## src/rtl/core/mcfb_pkg.sv

```systemverilog
// shared types, field widths and scaling constants of the motor command frame builder
package mcfb_pkg;

  // stream widths (payload padded to whole bytes)
  localparam int S_TDATA_W = 88;
  localparam int S_ITEM_W  = 81;
  localparam int M_TDATA_W = 80;

  localparam int IDENT_W   = 11;
  localparam int PAYLOAD_W = 64;

  // configuration port
  localparam int APB_AW = 3;
  localparam int APB_DW = 32;
  localparam logic REG_MOTOR_ID  = 1'b0;
  localparam logic REG_STOP_MODE = 1'b1;
  localparam logic [IDENT_W-1:0] MOTOR_ID_RST = 11'd1;

  typedef enum logic [1:0] {
    MODE_RESET = 2'd0,
    MODE_MOTOR = 2'd1,
    MODE_ZERO  = 2'd2,
    MODE_HOLD  = 2'd3   // keep the stored mode
  } mode_e;

  typedef enum logic {
    KIND_MODE = 1'b0,
    KIND_CTRL = 1'b1
  } kind_e;

  localparam logic [7:0] CODE_MOTOR = 8'hFC;
  localparam logic [7:0] CODE_RESET = 8'hFD;
  localparam logic [7:0] CODE_ZERO  = 8'hFE;
  localparam logic [55:0] MODE_FILL = {56{1'b1}};

  // five set values, last field in the low bits as on the stream
  typedef struct packed {
    logic signed [13:0] torque;
    logic signed [15:0] damping;
    logic signed [17:0] stiffness;
    logic signed [14:0] velocity;
    logic signed [15:0] position;
  } setval_t;

  typedef struct packed {
    setval_t     vals;
    logic [1:0]  req_mode;
  } in_item_t;

  // saturation limits
  localparam logic signed [15:0] POS_LIM = 16'sd24448;
  localparam logic signed [14:0] VEL_LIM = 15'sd11520;
  localparam logic signed [17:0] KP_LIM  = 18'sd128000;
  localparam logic signed [15:0] KD_LIM  = 16'sd20480;
  localparam logic signed [13:0] TRQ_LIM = 14'sd4608;

  // offset spans of the saturated values
  localparam longint unsigned POS_SPAN = 48896;
  localparam longint unsigned VEL_SPAN = 23040;
  localparam longint unsigned KP_SPAN  = 128000;
  localparam longint unsigned KD_SPAN  = 20480;
  localparam longint unsigned TRQ_SPAN = 9216;
  localparam longint unsigned FULL16   = 65535;
  localparam longint unsigned FULL12   = 4095;

  // reciprocal shifts: 2**k above span*span keeps the rounded-up reciprocal exact
  localparam int POS_K = 32;
  localparam int VEL_K = 30;
  localparam int KP_K  = 34;
  localparam int KD_K  = 29;
  localparam int TRQ_K = 27;

  localparam longint unsigned POS_MUL_L =
    ((64'd1 << POS_K) * FULL16 + POS_SPAN - 1) / POS_SPAN;
  localparam longint unsigned VEL_MUL_L =
    ((64'd1 << VEL_K) * FULL12 + VEL_SPAN - 1) / VEL_SPAN;
  localparam longint unsigned KP_MUL_L =
    ((64'd1 << KP_K) * FULL12 + KP_SPAN - 1) / KP_SPAN;
  localparam longint unsigned KD_MUL_L =
    ((64'd1 << KD_K) * FULL12 + KD_SPAN - 1) / KD_SPAN;
  localparam longint unsigned TRQ_MUL_L =
    ((64'd1 << TRQ_K) * FULL12 + TRQ_SPAN - 1) / TRQ_SPAN;

  localparam logic [32:0] POS_MUL = POS_MUL_L[32:0];
  localparam logic [27:0] VEL_MUL = VEL_MUL_L[27:0];
  localparam logic [29:0] KP_MUL  = KP_MUL_L[29:0];
  localparam logic [26:0] KD_MUL  = KD_MUL_L[26:0];
  localparam logic [25:0] TRQ_MUL = TRQ_MUL_L[25:0];

  function automatic logic [7:0] mode_code(input mode_e m);
    logic [7:0] c;
    case (m)
      MODE_MOTOR: c = CODE_MOTOR;
      MODE_ZERO:  c = CODE_ZERO;
      default:    c = CODE_RESET;
    endcase
    return c;
  endfunction

endpackage

```

## src/rtl/core/mcfb_ctrl_pack.sv

```systemverilog
// saturation, scaling and packing of the five set values into a control payload
module mcfb_ctrl_pack (
  input  mcfb_pkg::setval_t                  vals_i,
  input  logic                               stop_i,
  output logic [mcfb_pkg::PAYLOAD_W-1:0]     payload_o
);
  import mcfb_pkg::*;

  logic signed [15:0] pos;
  logic signed [14:0] vel;
  logic signed [17:0] kp;
  logic signed [15:0] kd;
  logic signed [13:0] trq;

  logic signed [16:0] pos_sum;
  logic signed [15:0] vel_sum;
  logic signed [14:0] trq_sum;

  logic [15:0] pos_off;
  logic [14:0] vel_off;
  logic [16:0] kp_off;
  logic [14:0] kd_off;
  logic [13:0] trq_off;

  logic [48:0] pos_prod;
  logic [42:0] vel_prod;
  logic [46:0] kp_prod;
  logic [41:0] kd_prod;
  logic [39:0] trq_prod;

  always_comb begin
    if (stop_i) begin
      pos = '0;
      vel = '0;
      kp  = '0;
      kd  = '0;
      trq = '0;
    end else begin
      pos = vals_i.position;
      vel = vals_i.velocity;
      kp  = vals_i.stiffness;
      kd  = vals_i.damping;
      trq = vals_i.torque;
    end

    pos_sum = {pos[15], pos} + {POS_LIM[15], POS_LIM};
    vel_sum = {vel[14], vel} + {VEL_LIM[14], VEL_LIM};
    trq_sum = {trq[13], trq} + {TRQ_LIM[13], TRQ_LIM};

    // symmetric ranges become offsets from the lower limit
    if (pos < -POS_LIM)      pos_off = '0;
    else if (pos > POS_LIM)  pos_off = 16'(POS_SPAN);
    else                     pos_off = pos_sum[15:0];

    if (vel < -VEL_LIM)      vel_off = '0;
    else if (vel > VEL_LIM)  vel_off = 15'(VEL_SPAN);
    else                     vel_off = vel_sum[14:0];

    if (kp < 18'sd0)         kp_off = '0;
    else if (kp > KP_LIM)    kp_off = 17'(KP_SPAN);
    else                     kp_off = kp[16:0];

    if (kd < 16'sd0)         kd_off = '0;
    else if (kd > KD_LIM)    kd_off = 15'(KD_SPAN);
    else                     kd_off = kd[14:0];

    if (trq < -TRQ_LIM)      trq_off = '0;
    else if (trq > TRQ_LIM)  trq_off = 14'(TRQ_SPAN);
    else                     trq_off = trq_sum[13:0];
  end

  // division by the span as a multiply by its rounded-up reciprocal
  assign pos_prod = 49'(pos_off) * 49'(POS_MUL);
  assign vel_prod = 43'(vel_off) * 43'(VEL_MUL);
  assign kp_prod  = 47'(kp_off)  * 47'(KP_MUL);
  assign kd_prod  = 42'(kd_off)  * 42'(KD_MUL);
  assign trq_prod = 40'(trq_off) * 40'(TRQ_MUL);

  assign payload_o = {pos_prod[POS_K +: 16],
                      vel_prod[VEL_K +: 12],
                      kp_prod[KP_K +: 12],
                      kd_prod[KD_K +: 12],
                      trq_prod[TRQ_K +: 12]};

endmodule

```

## src/rtl/core/motor_command_frame_builder.sv

```systemverilog
// top level: input stage, mode tracking, frame result register and register port
// Each tick taken on the slave stream gives at most one frame on the master stream,
// passing the input register and then the result register. A tick whose
// requested mode differs from the stored one gives a mode frame and updates the stored
// mode; otherwise, in motor mode, it gives a control frame; in other cases it gives no
// frame. One tick is accepted every cycle: an input register and a result register
// hold one tick each, so the slave side stalls only when both are full and the master
// side is not ready. motor_id and stop_mode are to be written while no tick is in
// flight; they act on every frame built after the write.
module motor_command_frame_builder (
  input  logic                             clk_i,
  input  logic                             rst_ni,
  // slave stream
  input  logic                             s_tvalid_i,
  output logic                             s_tready_o,
  // requested_mode, position_cmd, velocity_cmd, stiffness_cmd, damping_cmd, torque_cmd
  input  logic [mcfb_pkg::S_TDATA_W-1:0]   s_tdata_i,
  // master stream
  output logic                             m_tvalid_o,
  input  logic                             m_tready_i,
  // frame_ident, frame_payload
  output logic [mcfb_pkg::M_TDATA_W-1:0]   m_tdata_o,
  // frame_kind
  output logic                             m_tuser_o,
  // register port
  input  logic                             psel,
  input  logic                             penable,
  input  logic                             pwrite,
  input  logic [mcfb_pkg::APB_AW-1:0]      paddr,
  input  logic [mcfb_pkg::APB_DW-1:0]      pwdata,
  output logic [mcfb_pkg::APB_DW-1:0]      prdata,
  output logic                             pready
);
  import mcfb_pkg::*;

  logic                 cfg_we;
  logic [IDENT_W-1:0]   motor_id_q;
  logic                 stop_mode_q;

  logic                 in_valid_q;
  in_item_t             in_item_q;

  mode_e                cur_mode_q;
  mode_e                req_mode;
  mode_e                eff_mode;
  logic                 advance;
  logic                 emit;
  kind_e                kind;
  logic [PAYLOAD_W-1:0] ctrl_payload;
  logic [PAYLOAD_W-1:0] frame_payload;

  logic                 out_valid_q;
  kind_e                out_kind_q;
  logic [IDENT_W-1:0]   out_ident_q;
  logic [PAYLOAD_W-1:0] out_payload_q;

  // register port
  assign pready = 1'b1;
  assign cfg_we = psel && penable && pwrite;

  always_ff @(posedge clk_i or negedge rst_ni) begin
    if (!rst_ni) begin
      motor_id_q  <= MOTOR_ID_RST;
      stop_mode_q <= 1'b0;
    end else if (cfg_we) begin
      case (paddr[2])
        REG_MOTOR_ID:  motor_id_q  <= pwdata[IDENT_W-1:0];
        REG_STOP_MODE: stop_mode_q <= pwdata[0];
        default: ;
      endcase
    end
  end

  always_comb begin
    case (paddr[2])
      REG_MOTOR_ID:  prdata = {{(APB_DW-IDENT_W){1'b0}}, motor_id_q};
      REG_STOP_MODE: prdata = {{(APB_DW-1){1'b0}}, stop_mode_q};
      default:       prdata = '0;
    endcase
  end

  // input stage
  assign advance    = !out_valid_q || m_tready_i;
  assign s_tready_o = !in_valid_q || advance;

  always_ff @(posedge clk_i or negedge rst_ni) begin
    if (!rst_ni) begin
      in_valid_q <= 1'b0;
    end else if (s_tready_o) begin
      in_valid_q <= s_tvalid_i;
    end
  end

  always_ff @(posedge clk_i) begin
    if (s_tvalid_i && s_tready_o) begin
      in_item_q <= in_item_t'(s_tdata_i[S_ITEM_W-1:0]);
    end
  end

  // frame decision
  mcfb_ctrl_pack u_ctrl_pack (
    .vals_i    (in_item_q.vals),
    .stop_i    (stop_mode_q),
    .payload_o (ctrl_payload)
  );

  always_comb begin
    req_mode = mode_e'(in_item_q.req_mode);
    eff_mode = (req_mode == MODE_HOLD) ? cur_mode_q : req_mode;
    if (eff_mode != cur_mode_q) begin
      emit          = 1'b1;
      kind          = KIND_MODE;
      frame_payload = {MODE_FILL, mode_code(eff_mode)};
    end else begin
      emit          = (cur_mode_q == MODE_MOTOR);
      kind          = KIND_CTRL;
      frame_payload = ctrl_payload;
    end
  end

  always_ff @(posedge clk_i or negedge rst_ni) begin
    if (!rst_ni) begin
      cur_mode_q  <= MODE_RESET;
      out_valid_q <= 1'b0;
    end else if (advance) begin
      out_valid_q <= in_valid_q && emit;
      if (in_valid_q) begin
        cur_mode_q <= eff_mode;
      end
    end
  end

  always_ff @(posedge clk_i) begin
    if (advance && in_valid_q && emit) begin
      out_kind_q    <= kind;
      out_ident_q   <= motor_id_q;
      out_payload_q <= frame_payload;
    end
  end

  assign m_tvalid_o = out_valid_q;
  assign m_tuser_o  = out_kind_q;
  assign m_tdata_o  = {{(M_TDATA_W-PAYLOAD_W-IDENT_W){1'b0}}, out_payload_q, out_ident_q};

  // a held control frame means the last tick left the block in motor mode
  assert property (@(posedge clk_i) disable iff (!rst_ni)
    (out_valid_q && out_kind_q == KIND_CTRL) |-> cur_mode_q == MODE_MOTOR)
    else $error("control frame held while stored mode is not motor");

  // a held mode frame carries the code of the mode it switched to
  assert property (@(posedge clk_i) disable iff (!rst_ni)
    (out_valid_q && out_kind_q == KIND_MODE) |->
      (out_payload_q == {MODE_FILL, mode_code(cur_mode_q)}))
    else $error("mode frame does not match stored mode");

  // the slave side stalls only with both stages full
  assert property (@(posedge clk_i) disable iff (!rst_ni)
    !s_tready_o |-> (in_valid_q && out_valid_q && !m_tready_i))
    else $error("slave stream stalled with room in the pipeline");

endmodule

```

## config.mk

```make
export PLATFORM = sky130hd
export DESIGN_NAME = motor_command_frame_builder
export DESIGN_NICKNAME = d
export VERILOG_FILES = /design/src/rtl/core/mcfb_pkg.sv /design/src/rtl/core/mcfb_ctrl_pack.sv /design/src/rtl/core/motor_command_frame_builder.sv
export SDC_FILE = /design/constraint.sdc
export NUM_CORES = 1
export LEC_CHECK = 0
export BUFFER_PORTS_ARGS = -buffer_cell sky130_fd_sc_hd__buf_2
export CORE_AREA = 4 4 290 292
export DETAILED_ROUTE_END_ITERATION = 10
export DIE_AREA = 0 0 294 296
export HOLD_SLACK_MARGIN = 0.08
export PLACE_DENSITY_LB_ADDON = 0.25
export SETUP_SLACK_MARGIN = 0.5
export SLEW_MARGIN = 0
export SYNTH_ARGS = -nofsm -noshare
export SYNTH_HDL_FRONTEND = slang
export SYNTH_SLANG_ARGS = --single-unit
```

## constraint.sdc

```tcl
create_clock -name clk_i -period 8 [get_ports clk_i]
set_input_delay 1.6 -clock clk_i [delete_from_list [all_inputs] [get_ports clk_i]]
set_output_delay 1.6 -clock clk_i [all_outputs]
set_load 0.02 [all_outputs]
```

==> flow_metrics.env, run 1 <==
export IMPL_portBuffers=188
export IMPL_clock_latency_ns=0.50
export IMPL_hold_class="flop to flop"
export IMPL_core_area_mm2=0.0816
export IMPL_synthAdderAreaFrac_pct=54.2
export IMPL_finClkSkew_ns=0.0222
export IMPL_clock_sinks=173
export IMPL_antenna_left=0
export IMPL_cp_slowest_stage_delay_ns=0.55
export IMPL_ctsRootBufferMaster="clkbuf_16"
export IMPL_fin_setup_tns_ns=0
export IMPL_synth_simple_gate_area_share_pct=7.22
export IMPL_dpl_hpwl_mm=65.9
export IMPL_worstMarginPinSlew_ns=0.917
export IMPL_dr_total_vias=19600
export IMPL_synth_edf_count=157
export IMPL_relSlewSlack_pct=38.9
export IMPL_antenna_found_initial=3
export IMPL_num_rows=105
export IMPL_stdcell_area_mm2=0.0339
export IMPL_synthCells=2729
export IMPL_fmax_mhz=132
export IMPL_grt_pass1_vias=21100
export IMPL_critPathArrivalTime_ns=7.77
export IMPL_netlist_top_cells_area="fa_1, ha_1, edfxtp_1, inv_1, nand2_1"
export IMPL_vias_per_cell=4.62
export IMPL_worstHoldStart="motor_id_q[4]"
export IMPL_synth_ff_type="edfxtp_1"
export IMPL_synth_compound_area_share_pct=7.15
export IMPL_maxCapViolCount=0
export IMPL_synth_mux_area_share_pct=0.694
export IMPL_start_kind="flop"
export IMPL_dieWidth_um=294
export IMPL_nNetsFinal=4264
export IMPL_yosysUniqueCellTypes=69
export IMPL_ioPinCount=246
export IMPL_dpl_cell_area_mm2=0.0320
export IMPL_synth_top_area_share_pct=30.1
export IMPL_yosysSeqAreaShare_pct=18.1
export IMPL_hold_slack_ns=0.467
export IMPL_start_util_pct=34.7
export IMPL_route_detailed_drc=0
export IMPL_worstSetupStartpoint="in_item_q[12]"
export IMPL_status="complete, no violations"
export IMPL_crit_type="flop to flop"
export IMPL_gp_congestion=0.914
export IMPL_timing_final_crit_period_ns=7.57
export IMPL_setup_violations_final=0
export IMPL_clockBufferDepth=2
export IMPL_grt_max_degree=62
export IMPL_grt_usage_pct=18.1
export IMPL_synth_xor_area_share_pct=1.52
export IMPL_async_flop_share_pct=9.25
export IMPL_rsz0062_at_grt="true"
export IMPL_synth_top_area_cell="fa_1"
export IMPL_crit_top_cell="inv_1"
export IMPL_fin_crit_sh_pct=94.6
export IMPL_cp_required_ns=8.20
export IMPL_yosysWarnings=0
export IMPL_finalHoldViolations=0
export IMPL_ys_seq_elements=173
export IMPL_htree_levels=4
export IMPL_syn_area_per_cell_um2=10.4
export IMPL_wirelength_mm=75.6
export IMPL_cts_tree="done"
export IMPL_grt_first_pass_wirelength_mm=120
export IMPL_slew_violations=0
export IMPL_area_growth_synth_to_final_pct=19.8
export IMPL_timing_rr_start="in_item_q[12]"
export IMPL_drive_above_1_share_pct=20.9
export IMPL_crit_fanout=4
export IMPL_endpoint_kind="flop"
export IMPL_slowest_stage="or4_4"
export IMPL_first_pass_iters=5
export IMPL_syn_area_mm2=0.0283
export IMPL_synth_top_family_by_area="adder cells"
export IMPL_die_y_um=296
export IMPL_final_core_util_pct=41.6
export IMPL_die_area_mm2=0.0870
export IMPL_numCtsBuffers=17
export IMPL_drt_iter0_markers=776
export IMPL_routedWlPerCell_um=17.8
export IMPL_cts_reportedPaths_clkPinSlew_ns=0.08
export IMPL_hold_buffers=0
export IMPL_grt_overflow=0
[through the flow]
stage | instances | worst slack, ns
4_1_cts | 4233 | 0.418
3_5_place_dp | 4174 | -0.0735
5_1_grt | 4248 | 0.191
2_1_floorplan | 2756 | 0.508
3_3_place_gp | 4174 | -0.107
6_report | 4249 | 0.429
[layout make-up]
type / instances / area [um2]
timing repair buffer: 441 / 2900
multi-input combinational: 1768 / 21000
inverter: 763 / 2870
sequential: 173 / 5120
clock buffer: 17 / 425
antenna: 2 / 5.00
fill: 7953 / 47700
tap: 1070 / 1340
clock inverter: 15 / 210
[routing by layer]
layer / wire length [um] / part of all wire (%) / track usage, % / vias up
li1: - / - / - / 9606
met1: 36000 / 48 / 25.4 / 9553
met2: 33900 / 45 / 28.9 / 399
met3: 4580 / 6.1 / 4.26 / 59
met4: 1150 / 1.5 / 3.71 / 2
met5: 13 / 0.017 / 0 / -
[placed cells by master, fill, tap and decap left out, types with 29 or more instances in the layout]
cell,n
xnor2_1,33
buf_2,188
nor2_1,54
nand3_1,30
inv_1,740
nand2_1,98
edfxtp_1,157
conb_1,29
buf_4,239
ha_1,519
fa_1,404
a21o_1,52
a21oi_1,63
nor3_1,29
o21ai_0,54
[path summary, 6_finish.rpt]
path / endpoint / slack [ns] / cells after the start
max reg2reg: out_payload_q[61] / 0.43 / 31
min: out_ident_q[4] / 0.47 / 0
min reg2reg: out_ident_q[4] / 0.47 / 0
max: out_payload_q[61] / 0.43 / 31
min in group asynchronous: motor_id_q[1] / 1.00 / 1
max in group asynchronous: motor_id_q[0] / 6.67 / 1
[what timing repair did]
action                                  CTS  global route
gates cloned                              0             0
resized for setup                       117            89
pin swaps                                66            71
endpoints found under the setup margin   32            37
hold endpoints to repair                  0             0
buffers inserted                         27            14
[cells by family (layout without fill, tap and decap cells)]
| group | count (synthesis) | in the layout |
|---|---|---|
| multiplexers | 18 | 18 |
| AO/OA/AOI/OAI | 303 | 303 |
| flip-flops | 173 | 173 |
| buffers and inverters | 815 | 1236 |
| adder cells (fa/ha/maj) | 970 | 970 |
| XOR/XNOR | 49 | 49 |
| AND/OR/NAND/NOR | 399 | 399 |
| other | 2 | 31 |
[registers in the layout, summed over array words and instances, names as in the netlist]
name           count
out_ident_q       11
req_mode           2
in_valid_q         1
motor_id_q        11
m_tvalid_o         1
stop_mode_q        1
out_payload_q     64
in_item_q         79
m_tuser_o          1
cur_mode_q         2
[cells in the mapped netlist (15+ instances only)]
cell and number:
nor2_1 61, o21a_1 23, nand3_1 32, and2_1 35
and3_1 17, nand2b_1 16, buf_4 27, ha_1 544
nand2_1 111, clkbuf_1 21, xor2_1 15, fa_1 426
a21oi_1 74, inv_1 763, o21ai_0 66, edfxtp_1 157
a21o_1 52, dfrtp_1 15, xnor2_1 34, nor2b_1 21
nor3_1 34, nand4_1 15
[critical path: cells and delay by family, from the launching register on]
family | cells | cell delay [ns]
AND/OR/NAND/NOR | 5 | 1.36
AO/OA/AOI/OAI | 9 | 1.67
adder cells (fa/ha/maj) | 7 | 2.76
XOR/XNOR | 1 | 0.17
flip-flops | 1 | 0.38
buffers and inverters | 9 | 0.97
Power of run 1 is not shown: default switching activity piles up to over one toggle a cycle in this logic, so the estimate is an artifact.
==> run 2, diff against run 1 <==
--- a/config.mk
+++ b/config.mk
@@ -11,6 +11,7 @@
 export DIE_AREA = 0 0 294 296
 export HOLD_SLACK_MARGIN = 0.08
 export PLACE_DENSITY_LB_ADDON = 0.25
+export RECOVER_POWER = 25
 export SETUP_SLACK_MARGIN = 0.5
 export SLEW_MARGIN = 0
 export SYNTH_ARGS = -nofsm -noshare
==> run 2 against run 1 <==
  * Sequential share of layout area barely moved
  * Register-to-register slack barely moved
  * Worst setup slack got worse by 0.0040 ns
  * Highest routed layer unchanged
==> flow_metrics.env, run 2 (synthesized netlist as in run 1, its figures left out) <==
export IMPL_status="complete, no violations"
export IMPL_dieWidth_um=294
export IMPL_cts_tree="done"
export IMPL_nNetsFinal=4264
export IMPL_vias_per_cell=4.62
export IMPL_fin_crit_sh_pct=94.7
export IMPL_slew_violations=0
export IMPL_ioPinCount=246
export IMPL_hold_slack_ns=0.467
export IMPL_dp_cells=4174
export IMPL_dr_total_vias=19600
export IMPL_slowest_stage="or4_4"
export IMPL_num_rows=105
export IMPL_endpoint_kind="flop"
export IMPL_portBuffers=188
export IMPL_place_ws_ns=-0.0735
export IMPL_critPathArrivalTime_ns=7.78
export IMPL_cp_required_ns=8.20
export IMPL_core_area_mm2=0.0816
export IMPL_fill_cells=7956
export IMPL_ff2ff_path_depth=27
export IMPL_setup_violations_final=0
export IMPL_clock_latency_ns=0.50
export IMPL_crit_top_cell="fa_1"
export IMPL_regMostFlops="in_item_q"
export IMPL_layout_cells_most_common="inv_1"
export IMPL_largest_reg_flops=79
export IMPL_crit_type="flop to flop"
export IMPL_numCtsBuffers=17
export IMPL_clockBufferDepth=2
export IMPL_maxCapViolCount=0
export IMPL_relSlewSlack_pct=38.8
export IMPL_routedWlPerCell_um=17.8
export IMPL_grt_max_degree=62
export IMPL_wirelength_mm=75.6
export IMPL_first_pass_iters=5
export IMPL_dpl_hpwl_mm=65.9
export IMPL_hold_class="flop to flop"
export IMPL_clock_sinks=173
export IMPL_final_core_util_pct=41.5
export IMPL_grt_overflow=0
export IMPL_cts_reportedPaths_clkPinSlew_ns=0.08
export IMPL_final_cell_mix="inv_1, ha_1, fa_1"
export IMPL_route_detailed_drc=0
export IMPL_finClkSkew_ns=0.0222
export IMPL_cp_slowest_stage_delay_ns=0.61
export IMPL_drive_above_1_share_pct=20.3
export IMPL_die_area_mm2=0.0870
export IMPL_rsz0062_at_grt="true"
export IMPL_drt_iter0_markers=780
export IMPL_crit_fanout=7
export IMPL_worstMarginPinSlew_ns=0.918
export IMPL_antenna_found_initial=3
export IMPL_finalHoldViolations=0
export IMPL_grt_pass1_vias=21100
export IMPL_fmax_mhz=132
export IMPL_whs_path_depth=0
export IMPL_reg_largest_list="in_item_q x79, out_payload_q x64"
export IMPL_grt_usage_pct=18.1
export IMPL_area_growth_synth_to_final_pct=19.7
export IMPL_start_kind="flop"
export IMPL_start_util_pct=34.7
export IMPL_gp_congestion=0.914
export IMPL_die_y_um=296
export IMPL_finalWorstSetupSlack_ns=0.425
export IMPL_htree_levels=4
export IMPL_fin_cells=4249
export IMPL_antenna_left=0
export IMPL_grt_first_pass_wirelength_mm=120
export IMPL_timing_final_crit_period_ns=7.57
export IMPL_ctsRootBufferMaster="clkbuf_16"
==> run 2: cell types whose count changed in the layout (fill, tap and decap cells not counted), sizes merged <==
cell    previous run  this run
buf              441       425
clkbuf            17        33
==> run 2: worst paths after layout <==
| path | startpoint | slack [ns] | endpoint |
|---|---|---|---|
| max in group asynchronous | rst_ni | 6.17 | stop_mode_q |
| worst min register to register | motor_id_q[4] | 0.47 | out_ident_q[4] |
| worst min-delay path | motor_id_q[4] | 0.47 | out_ident_q[4] |
| worst max register to register | in_item_q[2] | 0.43 | out_payload_q[61] |
| worst max-delay path | in_item_q[2] | 0.43 | out_payload_q[61] |
| min in group asynchronous | rst_ni | 1.20 | motor_id_q[1] |
==> run 2: repair_timing <==
| action | in CTS | in global routing |
|---|---|---|
| cloned | 0 | 0 |
| pin swaps | 66 | 71 |
| endpoints found under the setup margin | 32 | 37 |
| gates resized for setup | 117 | 89 |
| setup buffers | 27 | 14 |
| hold buffers | 0 | 0 |
==> run 2: cell type report <==
type                       instances  area [um2]  area share (%)
multi-input combinational       1768       21000            62.1
sequential                       173        5120            15.1
clock buffer                      17         425            1.26
clock inverter                    15         210           0.620
antenna                            2        5.00          0.0148
inverter                         763        2870            8.48
timing repair buffer             441        2880            8.50
tap                             1070        1340            3.95
==> run 2: stage by stage <==
stage               TNS (ns)  instance area [um2]
floorplan                  0                28400
finish                     0                33900
global route               0                33900
global placement      -0.289                32000
detailed placement    -0.180                32000
CTS                        0                33500
==> run 2: worst max-delay path: cells and delay by family, from the launching register on <==
kind	cells	cell delay [ns]
flip-flops	1	0.46
AO/OA/AOI/OAI	8	1.47
adder cells (fa/ha/maj)	7	3.13
AND/OR/NAND/NOR	6	1.45
buffers and inverters	6	0.77
==> run 2: layer usage <==
layer / up-vias / global-route usage (%) / wire (um)
met5: - / 0 / 13
met4: 2 / 3.71 / 1150
met3: 59 / 4.26 / 4700
met2: 391 / 28.9 / 33900
met1: 9561 / 25.4 / 35800
li1: 9604 / - / -
Power of run 2 is left out for the same reason.
==> run 3, diff against run 2 <==
--- a/config.mk
+++ b/config.mk
@@ -6,6 +6,8 @@
 export NUM_CORES = 1
 export LEC_CHECK = 0
 export BUFFER_PORTS_ARGS = -buffer_cell sky130_fd_sc_hd__buf_2
+export CELL_PAD_IN_SITES_DETAIL_PLACEMENT = 1
+export CELL_PAD_IN_SITES_GLOBAL_PLACEMENT = 2
 export CORE_AREA = 4 4 290 292
 export DETAILED_ROUTE_END_ITERATION = 10
 export DIE_AREA = 0 0 294 296
@@ -17,3 +19,4 @@
 export SYNTH_ARGS = -nofsm -noshare
 export SYNTH_HDL_FRONTEND = slang
 export SYNTH_SLANG_ARGS = --single-unit
+export TNS_END_PERCENT = 5
==> run 3 against run 2 <==
  * Maximum frequency is 0.77% lower
  * Cell count shrank 2.9%
  * Design area down 3.7%
  * Register-to-register slack got worse by 0.06 ns
  * Clock skew grew 0.0035 ns
  * Via count about the same
  * Sequential share of layout area up 0.58 points
  * Sequential cell count did not move
  * First-iteration DRC count up 0.77%
  * Core utilization is 1.5 points lower
  * Die area is the same
  * Critical endpoint unchanged
  * Largest cell class unchanged
  * Highest routed layer is now met4
==> flow_metrics.env, run 3 (synthesized netlist as in run 1, its figures left out) <==
export IMPL_layout_cells_most_common="inv_1"
export IMPL_reg_largest_list="in_item_q x79, out_payload_q x64"
export IMPL_min_to="out_ident_q[4]"
export IMPL_maxCapViolCount=0
export IMPL_crit_type="flop to flop"
export IMPL_worstMarginPinSlew_ns=1.29
export IMPL_grt_overflow=0
export IMPL_dieWidth_um=294
export IMPL_ioPinCount=246
export IMPL_grt_usage_pct=19.4
export IMPL_core_area_mm2=0.0816
export IMPL_crit_fanout=6
export IMPL_rsz0062_at_grt="true"
export IMPL_fmax_mhz=131
export IMPL_htree_levels=4
export IMPL_worstSetupStartpoint="in_item_q[15]"
export IMPL_die_area_mm2=0.0870
export IMPL_finalWorstSetupSlack_ns=0.367
export IMPL_status="complete, no violations"
export IMPL_clockBufferDepth=2
export IMPL_route_detailed_drc=0
export IMPL_numCtsBuffers=17
export IMPL_hold_class="flop to flop"
export IMPL_timing_final_crit_period_ns=7.63
export IMPL_grt_pass1_vias=22500
export IMPL_finClkSkew_ns=0.0258
export IMPL_reg2reg_slack_ns=0.37
export IMPL_fin_crit_sh_pct=95.4
export IMPL_die_y_um=296
export IMPL_vias_per_cell=4.76
export IMPL_area_growth_synth_to_final_pct=15.3
export IMPL_ff2ff_path_depth=28
export IMPL_diodes=0
export IMPL_setup_violations_final=0
export IMPL_fill_cells=9125
export IMPL_antenna_left=0
export IMPL_nNetsFinal=4143
export IMPL_cp_slowest_stage_delay_ns=0.60
export IMPL_largest_reg_flops=79
export IMPL_wirelength_mm=81.7
export IMPL_r2r_end="out_payload_q[61]"
export IMPL_portBuffers=188
export IMPL_endpoint_kind="flop"
export IMPL_start_kind="flop"
export IMPL_clock_sinks=173
export IMPL_worstHoldStart="motor_id_q[4]"
export IMPL_first_pass_iters=5
export IMPL_ctsRootBufferMaster="clkbuf_16"
export IMPL_cts_reportedPaths_clkPinSlew_ns=0.07
export IMPL_drt_iter0_markers=786
export IMPL_finalHoldViolations=0
export IMPL_place_ws_ns=-0.137
export IMPL_antenna_found_initial=3
export IMPL_cp_required_ns=8.21
export IMPL_grt_first_pass_wirelength_mm=128
export IMPL_drive_above_1_share_pct=15.8
export IMPL_critPathArrivalTime_ns=7.85
export IMPL_num_rows=105
export IMPL_slew_violations=0
export IMPL_start_util_pct=34.7
export IMPL_dr_total_vias=19600
export IMPL_regMostFlops="in_item_q"
export IMPL_dpl_hpwl_mm=71.0
export IMPL_clock_latency_ns=0.51
export IMPL_routedWlPerCell_um=19.8
export IMPL_final_cell_mix="inv_1, ha_1, fa_1"
export IMPL_relSlewSlack_pct=14.2
export IMPL_timing_rr_start="in_item_q[15]"
export IMPL_crit_top_cell="fa_1"
export IMPL_hold_buffers=0
export IMPL_cts_tree="done"
export IMPL_gp_congestion=0.912
export IMPL_whs_path_depth=0
export IMPL_fin_setup_tns_ns=0
export IMPL_grt_max_degree=58
export IMPL_slowest_stage="or4_4"
-- run 3: worst max path at each step --
| stage | end | slack, ns | cells past startpoint |
|---|---|---|---|
| final | out_payload_q[61] | 0.37 | 28 |
| after global placement | out_payload_q[57] | -0.06 | 28 |
| after CTS | out_payload_q[57] | 0.32 | 28 |
| after detailed placement | out_payload_q[57] | -0.14 | 28 |
| after global routing | out_payload_q[61] | 0.12 | 28 |
| after floorplan | out_payload_q[56] | 0.51 | 27 |
-- run 3: critical path, delay by kind of cell (launching register included) --
family          cells  cell delay [ns]
fa+ha+maj           7             3.28
simple gates        6             1.37
compound gates      8             1.34
buf+inv             7             0.86
flops               1             0.46
-- run 3: repair_timing --
action | in CTS | in global routing
setup endpoints to repair | 26 | 33
cloned | 0 | 0
buffers inserted | 30 | 6
pin swaps | 41 | 43
gates resized for setup | 79 | 51
-- run 3: metrics by stage --
stage | hold slack (ns) | instances | utilization [%] | instance area (um2)
after floorplan | 0.433 | 2756 | - | 28400
final | 0.469 | 4126 | 40.0 | 32600
after CTS | 0.471 | 4120 | 39.6 | 32300
after global placement | 0.438 | 4058 | 38.2 | 31200
after detailed placement | 0.454 | 4058 | 38.2 | 31200
after global routing | 0.476 | 4126 | 40.0 | 32600
-- run 3: cell type report --
class	instances	area [um2]	share of cell area, %
Sequential cell	173	5120	15.7
Clock inverter	11	98.8	0.303
Multi-Input combinational cell	1768	20800	63.6
Inverter	763	2880	8.81
Timing Repair Buffer	320	1990	6.09
Clock buffer	21	450	1.38
Tap cell	1070	1340	4.10
-- run 3: metal layers --
layer	wire (um)	global-route usage [%]	vias to the layer above
li1	-	-	9342
met3	2380	2.67	59
met2	39800	33.4	265
met4	1680	4.60	0
met1	37800	26.0	9963
met5	0	0	-
Power of run 3 is left out for the same reason.
